--- src/smef_pkg.sv ---
`timescale 1ns / 1ps

package smef_pkg;

    localparam int CFG_INDEX_BITS = 1;
    localparam int CFG_DATA_BITS  = 9;
    localparam int WL_BITS        = 4;
    localparam int ALPHA_BITS     = 9;
    localparam int ALPHA_ONE      = 256;

    localparam logic [CFG_INDEX_BITS-1:0] REG_WINDOW_LENGTH = 1'd0;
    localparam logic [CFG_INDEX_BITS-1:0] REG_ALPHA         = 1'd1;

    localparam logic [WL_BITS-1:0]    WL_RESET    = 4'd5;
    localparam logic [ALPHA_BITS-1:0] ALPHA_RESET = 9'd51;

    typedef struct packed {
        logic lo;
        logic hi;
    } smef_hit_t;

endpackage

--- src/sliding_median_and_ema_filter_core.sv ---
`timescale 1ns / 1ps
// Flow: an accepted beat passes the cell row, the rank registers and then the output register.
// Throughput: one beat per cycle unless out_stall holds the pipeline; the cell row, the rank registers and the
// output register form a three-stage pipeline that stalls stage by stage.
// Reset (rst_n, async, active low) clears fill count, pipeline valids, the
// lowpass history and restores window_length = 5 and alpha = 51.

module sliding_median_and_ema_filter_core
    import smef_pkg::*;
#(
    parameter int MAX_WINDOW  = 8,
    parameter int SAMPLE_BITS = 16
)
(
    input  logic                      clk,
    input  logic                      rst_n,
    input  logic                      cfg_write_en,
    input  logic [CFG_INDEX_BITS-1:0] cfg_index,
    input  logic [CFG_DATA_BITS-1:0]  cfg_data,
    input  logic                      in_valid,
    output logic                      in_stall,
    input  logic [SAMPLE_BITS-1:0]    sample,
    output logic                      out_valid,
    input  logic                      out_stall,
    output logic [SAMPLE_BITS-1:0]    median_value,
    output logic [SAMPLE_BITS-1:0]    smoothed_value
);

    localparam int CW = $clog2(MAX_WINDOW + 1);

    logic [WL_BITS-1:0]    wl_reg;
    logic [ALPHA_BITS-1:0] alpha_reg;
    logic [CW-1:0]         fill_count_reg;
    logic [CW-1:0]         count0_reg;
    logic                  v0_reg;
    logic                  v1_reg;
    logic                  out_valid_reg;
    logic [SAMPLE_BITS-1:0] median_reg;
    logic [SAMPLE_BITS-1:0] smoothed_reg;

    logic [CW-1:0]         wl_eff;
    logic [ALPHA_BITS-1:0] alpha_eff;
    logic [CW-1:0]         fill_next;
    logic [CW-1:0]         count_next;
    logic [CW-1:0]         lo_pos;
    logic [CW-1:0]         hi_pos;

    logic in_accept;
    logic out_ready;
    logic s1_move;
    logic s1_ready;
    logic s0_move;
    logic s0_ready;

    logic [MAX_WINDOW-1:0][SAMPLE_BITS-1:0] win;
    logic [MAX_WINDOW-1:0][SAMPLE_BITS-1:0] held;
    smef_hit_t [MAX_WINDOW-1:0]             hits;
    logic [MAX_WINDOW-1:0]                  hit_lo_vec;
    logic [MAX_WINDOW-1:0]                  hit_hi_vec;

    logic [SAMPLE_BITS-1:0] lo_val;
    logic [SAMPLE_BITS-1:0] hi_val;
    logic [SAMPLE_BITS:0]   med_sum;
    logic [SAMPLE_BITS-1:0] y;

    // handshake and stage advance
    assign out_ready = !out_valid_reg || !out_stall;
    assign s1_move   = v1_reg && out_ready;
    assign s1_ready  = !v1_reg || out_ready;
    assign s0_move   = v0_reg && s1_ready;
    assign s0_ready  = !v0_reg || s1_ready;
    assign in_stall  = !s0_ready;
    assign in_accept = in_valid && !in_stall;

    always_comb
    begin
        if (wl_reg == '0)
        begin
            wl_eff = CW'(1);
        end
        else if (int'(wl_reg) > MAX_WINDOW)
        begin
            wl_eff = CW'(MAX_WINDOW);
        end
        else
        begin
            wl_eff = CW'(wl_reg);
        end
    end

    assign alpha_eff  = (alpha_reg > ALPHA_BITS'(ALPHA_ONE)) ? ALPHA_BITS'(ALPHA_ONE)
                                                             : alpha_reg;
    assign fill_next  = (fill_count_reg == CW'(MAX_WINDOW)) ? fill_count_reg
                                                            : fill_count_reg + CW'(1);
    assign count_next = (fill_next < wl_eff) ? fill_next : wl_eff;
    assign lo_pos     = (count0_reg - CW'(1)) >> 1;
    assign hi_pos     = count0_reg >> 1;

    // cell row: cell 0 holds the newest sample
    for (genvar i = 0; i < MAX_WINDOW; i++)
    begin : g_cell
        smef_cell #(
            .SAMPLE_BITS (SAMPLE_BITS),
            .MAX_WINDOW  (MAX_WINDOW),
            .CELL_INDEX  (i)
        ) u_cell (
            .clk      (clk),
            .shift_en (in_accept),
            .shift_in ((i == 0) ? sample : win[(i == 0) ? 0 : i - 1]),
            .value    (win[i]),
            .eval_en  (s0_move),
            .window   (win),
            .count    (count0_reg),
            .lo_pos   (lo_pos),
            .hi_pos   (hi_pos),
            .hit      (hits[i]),
            .held     (held[i])
        );
        assign hit_lo_vec[i] = hits[i].lo;
        assign hit_hi_vec[i] = hits[i].hi;
    end

    always_comb
    begin
        lo_val = '0;
        hi_val = '0;
        for (int i = 0; i < MAX_WINDOW; i++)
        begin
            lo_val = lo_val | (held[i] & {SAMPLE_BITS{hit_lo_vec[i]}});
            hi_val = hi_val | (held[i] & {SAMPLE_BITS{hit_hi_vec[i]}});
        end
    end

    assign med_sum = {lo_val[SAMPLE_BITS-1], lo_val} + {hi_val[SAMPLE_BITS-1], hi_val};

    smef_ema #(
        .SAMPLE_BITS (SAMPLE_BITS)
    ) u_ema (
        .clk       (clk),
        .rst_n     (rst_n),
        .load_en   (s0_move),
        .x         (win[0]),
        .alpha_eff (alpha_eff),
        .step_en   (s1_move),
        .y         (y)
    );

    always_ff @(posedge clk or negedge rst_n)
    begin
        if (!rst_n)
        begin
            wl_reg         <= WL_RESET;
            alpha_reg      <= ALPHA_RESET;
            fill_count_reg <= '0;
            count0_reg     <= '0;
            v0_reg         <= 1'b0;
            v1_reg         <= 1'b0;
            out_valid_reg  <= 1'b0;
        end
        else
        begin
            if (cfg_write_en)
            begin
                unique case (cfg_index)
                    REG_WINDOW_LENGTH: wl_reg    <= cfg_data[WL_BITS-1:0];
                    REG_ALPHA:         alpha_reg <= cfg_data[ALPHA_BITS-1:0];
                    default:           ;
                endcase
            end
            if (in_accept)
            begin
                fill_count_reg <= fill_next;
                count0_reg     <= count_next;
                v0_reg         <= 1'b1;
            end
            else if (s0_move)
            begin
                v0_reg <= 1'b0;
            end
            if (s0_move)
            begin
                v1_reg <= 1'b1;
            end
            else if (s1_move)
            begin
                v1_reg <= 1'b0;
            end
            if (s1_move)
            begin
                out_valid_reg <= 1'b1;
            end
            else if (out_ready)
            begin
                out_valid_reg <= 1'b0;
            end
        end
    end

    always_ff @(posedge clk)
    begin
        if (s1_move)
        begin
            median_reg   <= med_sum[SAMPLE_BITS:1];
            smoothed_reg <= y;
        end
    end

    assign out_valid      = out_valid_reg;
    assign median_value   = median_reg;
    assign smoothed_value = smoothed_reg;

    a_fill_bound: assert property (@(posedge clk) disable iff (!rst_n)
        fill_count_reg <= CW'(MAX_WINDOW))
        else $error("fill count above window depth");

    a_count_range: assert property (@(posedge clk) disable iff (!rst_n)
        v0_reg |-> (count0_reg != '0 && count0_reg <= fill_count_reg))
        else $error("median count out of range");

    a_accept_loads: assert property (@(posedge clk) disable iff (!rst_n)
        in_accept |=> v0_reg)
        else $error("accepted beat not held in cell row");

    a_one_lo: assert property (@(posedge clk) disable iff (!rst_n)
        v1_reg |-> ($onehot(hit_lo_vec) && $onehot(hit_hi_vec)))
        else $error("median select not unique");

    a_move_fills: assert property (@(posedge clk) disable iff (!rst_n)
        s1_move |=> out_valid_reg)
        else $error("result lost at output register");

endmodule

--- src/smef_cell.sv ---
`timescale 1ns / 1ps

module smef_cell
    import smef_pkg::*;
#(
    parameter int SAMPLE_BITS = 16,
    parameter int MAX_WINDOW  = 8,
    parameter int CELL_INDEX  = 0,
    localparam int CW         = $clog2(MAX_WINDOW + 1)
)
(
    input  logic                                  clk,
    input  logic                                  shift_en,
    input  logic [SAMPLE_BITS-1:0]                shift_in,
    output logic [SAMPLE_BITS-1:0]                value,
    input  logic                                  eval_en,
    input  logic [MAX_WINDOW-1:0][SAMPLE_BITS-1:0] window,
    input  logic [CW-1:0]                         count,
    input  logic [CW-1:0]                         lo_pos,
    input  logic [CW-1:0]                         hi_pos,
    output smef_hit_t                             hit,
    output logic [SAMPLE_BITS-1:0]                held
);

    logic [SAMPLE_BITS-1:0] sample_reg;
    logic [SAMPLE_BITS-1:0] held_reg;
    smef_hit_t              hit_reg;
    smef_hit_t              hit_next;
    logic [CW-1:0]          rank;
    logic                   in_win;

    // rank among the in-window samples; ties broken by age
    always_comb
    begin
        rank = '0;
        for (int j = 0; j < MAX_WINDOW; j++)
        begin
            if (j != CELL_INDEX && CW'(j) < count)
            begin
                if ($signed(window[j]) < $signed(sample_reg) ||
                    (window[j] == sample_reg && j < CELL_INDEX))
                begin
                    rank = rank + CW'(1);
                end
            end
        end
    end

    assign in_win      = CW'(CELL_INDEX) < count;
    assign hit_next.lo = in_win && (rank == lo_pos);
    assign hit_next.hi = in_win && (rank == hi_pos);

    always_ff @(posedge clk)
    begin
        if (shift_en)
        begin
            sample_reg <= shift_in;
        end
        if (eval_en)
        begin
            hit_reg  <= hit_next;
            held_reg <= sample_reg;
        end
    end

    assign value = sample_reg;
    assign hit   = hit_reg;
    assign held  = held_reg;

endmodule

--- src/smef_ema.sv ---
`timescale 1ns / 1ps

module smef_ema
    import smef_pkg::*;
#(
    parameter int SAMPLE_BITS = 16
)
(
    input  logic                   clk,
    input  logic                   rst_n,
    input  logic                   load_en,
    input  logic [SAMPLE_BITS-1:0] x,
    input  logic [ALPHA_BITS-1:0]  alpha_eff,
    input  logic                   step_en,
    output logic [SAMPLE_BITS-1:0] y
);

    logic signed [SAMPLE_BITS+9:0]  ax_reg;
    logic signed [SAMPLE_BITS-1:0]  y_prev_reg;
    logic        [ALPHA_BITS-1:0]   beta;
    logic signed [SAMPLE_BITS+9:0]  prod;
    logic signed [SAMPLE_BITS+10:0] acc;

    assign beta = ALPHA_BITS'(ALPHA_ONE) - alpha_eff;
    assign prod = $signed({1'b0, beta}) * y_prev_reg;
    assign acc  = (SAMPLE_BITS+11)'(ax_reg) + (SAMPLE_BITS+11)'(prod);
    assign y    = acc[SAMPLE_BITS+7:8];

    always_ff @(posedge clk)
    begin
        if (load_en)
        begin
            ax_reg <= $signed({1'b0, alpha_eff}) * $signed(x);
        end
    end

    always_ff @(posedge clk or negedge rst_n)
    begin
        if (!rst_n)
        begin
            y_prev_reg <= '0;
        end
        else if (step_en)
        begin
            y_prev_reg <= y;
        end
    end

endmodule

--- config.mk ---
export PLATFORM = sky130hd
export DESIGN_NAME = sliding_median_and_ema_filter_core
export DESIGN_NICKNAME = d
export VERILOG_FILES = /design/src/smef_pkg.sv /design/src/sliding_median_and_ema_filter_core.sv /design/src/smef_cell.sv /design/src/smef_ema.sv
export SDC_FILE = /design/constraint.sdc
export NUM_CORES = 2
export LEC_CHECK = 0
export ABC_CLOCK_PERIOD_IN_PS = 8500
export BUFFER_PORTS_ARGS = -buffer_cell sky130_fd_sc_hd__buf_4
export CAP_MARGIN = 10
export CORE_MARGIN = 4
export CORE_UTILIZATION = 30
export CTS_BUF_LIST = sky130_fd_sc_hd__clkbuf_4 sky130_fd_sc_hd__clkbuf_8
export DETAILED_ROUTE_END_ITERATION = 8
export GPL_ROUTABILITY_DRIVEN = 1
export PLACE_DENSITY = 0.5
export REMOVE_ABC_BUFFERS = 1
export SYNTH_ARGS = -nofsm -noshare
export SYNTH_HDL_FRONTEND = slang
export SYNTH_HIERARCHICAL = 1
export SYNTH_SLANG_ARGS = --single-unit
--- constraint.sdc ---
create_clock -name clk -period 8.5 [get_ports clk]
set_input_delay 0.85 -clock clk [delete_from_list [all_inputs] [get_ports clk]]
set_output_delay 0.85 -clock clk [all_outputs]
set_load 0.01 [all_outputs]
==> key figures <==
Layout
  – Most common cell after layout, fill and taps aside: ha_1
  – Storage element area: 10,900 µm²
  – Filler instances: around 17,000
  – Most frequent cells in the layout: 1,043 x ha_1, 601 x inv_1, 366 x nand2_1
  – Nets: 6,832
  – Synth-to-layout area growth: 12.5%
  – Area of the multi-input gates: about 37,000 µm²
  – Fraction of layout cells with a size suffix above 1: 0.116

Timing
  – Least-Margin Pin Slew: roughly 1.2 ns
  – Final Max Tran Viols: 0
  – Sum Neg Setup Slack: 0 ns
  – Unrepaired setup endpoints after global routing: no
  – Min Tclk post-route: 7.88 ns
  – Clock skew: around 0.083 ns
  – Final setup fails: 0
  – Final hold viol count: 0
  – Period utilization: 0.928
  – Max_slew headroom: 0.200
  – Max Freq: 127 MHz

Logic synthesis
  – Syn. warnings: 6
  – Avg Cell Area, Syn: 9.72 µm²
  – Post-synth EDFFs: roughly 330
  – Syn Inst Count: 5,213
  – Unique masters post-synth: approximately 160
  – Yosys top cell area share: 0.257
  – Area contributors post-synth: ha_1 26%, edfxtp_1 19%, fa_1 10%, inv_1 4.5%, a21oi_1 2.7%
  – Synthesized area: 50,700 µm²
  – Seq cells post-synth: between 300 and 400
  – Post-synth top area cell: ha_1
  – Ys flop type: edfxtp_1
  – Ys async rst share: 0.109
  – Register area share after synthesis: 0.214

Route
  – Routed Antenna Nets: 0
  – Vias: 43,904
  – Drt pass-1 iters: 6
  – Per-cell routed wire length: 27.7 µm
  – Post-route DRC: 0
  – DR iter-0 viols: 4,458
  – Routed wire length: 215,000 µm
  – Vias per cell: 5.65

Setup path
  – CP max FO: 10
  – Critical path's slowest cell: edfxtp_1
  – Worst Setup End Kind: register
  – Worst flop-to-flop path startpoint: g_cell[2].u_cell/value[13]
  – CP Class: reg -> reg
  – Most frequent CP cell: ha_1
  – CP arrival: 8.48 ns
  – CP startpoint kind: register
  – R2R depth: 31
  – CP peak stage delay: between 0.8 and 0.9 ns
  – R2R Setup Slk: 0.62 ns
  – Critical path origin: g_cell[2].u_cell/value[13]
  – WP data required: 9.09 ns
  – Worst R2R End: g_cell[2].u_cell/hit[0]

Clock network
  – Clock sinks: approximately 370
  – Worst-Skew Late Latency: ~0.80 ns
  – Post-CTS setup buffer count: 0
  – PostCTS Resize Cnt: 0
  – Hold buffer count at cts: 0
  – Max Root-Sink Buffers: 3
  – CTS clk-pin slew, worst paths: 0.07 ns
  – CTS tree: done
  – H-tree depth: 3
  – Root buf cell: clkbuf_8
  – Num CTS Buffers: between 70 and 80

Floorplanning
  – DIE WIDTH: 419 µm
  – Core Region: 168,000 µm²
  – Initial core utilization: 0.302
  – Die Area: 176,000 µm²
  – I/O pins: 65
  – Die Ht: about 420 µm
  – Site row count: 150

Global route
  – Total congestion overflow: 0
  – All-Layer GR Usage: 0.241
  – Vias in the first global route: 42,652
  – First-pass GRT wire length: ~310,000 µm
  – Antenna violations before repair: 20
  – Largest net degree at the start of global routing: 124

Placement
  – PortBufs: 64
  – Gpl congestion: 0.990
  – Post-detail-place hpwl: 163,000 µm

Min path
  – Hold Crit Class: in -> async

Run
  – Max cap viols: 0

Outcome
  – Outcome: finished clean
-- routing by layer --
metal,GRT usage,vias up,part of all wire
li1,-,19717,-
met5,0.000556,-,0.00034
met1,0.328,21668,0.44
met4,0.0931,12,0.044
met3,0.0594,483,0.094
met2,0.366,2024,0.42
-- cell usage after synthesis, types with 16 or more instances --
| library cell | n |
|---|---|
| ha_1 | 1043 |
| inv_1 | 602 |
| nand2_1 | 366 |
| edfxtp_1 | 328 |
| a21oi_1 | 277 |
| fa_1 | 252 |
| nor2_1 | 200 |
| nand4_1 | 160 |
| o21ai_0 | 145 |
| and2_1 | 134 |
| a22oi_1 | 131 |
| a21o_1 | 126 |
| xnor2_1 | 119 |
| nor2b_1 | 96 |
| nand3_1 | 93 |
| clkbuf_1 | 74 |
| xor2_1 | 63 |
| nor3_1 | 62 |
| a211oi_1 | 58 |
| nand2b_1 | 58 |
| and3_1 | 57 |
| o21a_1 | 50 |
| o211ai_1 | 45 |
| a31oi_1 | 42 |
| mux2_2 | 35 |
| dfrtp_1 | 34 |
| nor4_1 | 22 |
| or3_1 | 22 |
| a211o_1 | 21 |
| and4_1 | 20 |
| mux2i_1 | 20 |
| xnor3_1 | 19 |
| o21ai_1 | 18 |
| or2_2 | 18 |
| a2111oi_0 | 17 |
| nor3b_1 | 16 |
-- cell type report --
cell class                      count  share of cell area
Antenna cell                       10            0.000439
Clock inverter                     32             0.00572
Multi-Input combinational cell   4158               0.653
Tap cell                         2204              0.0483
Timing Repair Buffer              299              0.0402
Sequential cell                   368               0.190
Inverter                          603              0.0398
Clock buffer                      101              0.0221
-- metrics by stage --
| stage | hold WS (ns) | cells | utilization | cell area (µm²) | setup WS, ns |
|---|---|---|---|---|---|
| finish | 0.0785 | 7775 | 0.340 | 57000 | 0.616 |
| global placement | 0.473 | 7631 | 0.331 | 55400 | 0.860 |
| CTS | 0.0314 | 7764 | 0.340 | 57000 | 0.748 |
| global route | 0.0731 | 7767 | 0.340 | 57000 | 0.161 |
| floorplan | 0.449 | 5129 | - | 50300 | 0.921 |
| detailed placement | 0.478 | 7631 | 0.331 | 55400 | 0.784 |
-- cells by family (layout without fill, tap and decap cells) --
| family | Yosys count | after routing | share of synthesized area |
|---|---|---|---|
| simple gates | 1413 | 1413 | 0.152 |
| fa+ha+maj | 1295 | 1295 | 0.357 |
| compound gates | 1143 | 1143 | 0.160 |
| buf+inv | 702 | 1035 | 0.0526 |
| flops | 368 | 368 | 0.214 |
| xor+xnor | 222 | 222 | 0.0484 |
| mux | 69 | 69 | 0.0160 |
| other cells | 1 | 26 | 0.0000740 |
-- how the worst max path moves through the flow --
stage | slack (ns) | end
floorplan | 0.92 | u_ema/y_prev_reg[12]
global placement | 0.86 | g_cell[2].u_cell/hit[0]
detailed placement | 0.78 | g_cell[1].u_cell/hit[1]
CTS | 0.75 | g_cell[1].u_cell/hit[1]
global route | 0.16 | g_cell[2].u_cell/hit[0]
finish | 0.62 | g_cell[2].u_cell/hit[0]
-- worst max-delay path: cells and delay by family (launching register included) --
family	cells	cell delay [ns]
AOI/OAI and AO/OA	11	2.22
xor gates and xnor gates	3	0.66
adders and majority gates	6	1.76
buffers and inverters	2	0.39
DFF	1	0.85
and+or+nand+nor	9	1.77
Power is not shown: default switching activity piles up to over one toggle a cycle in this logic, so the estimate is an artifact.
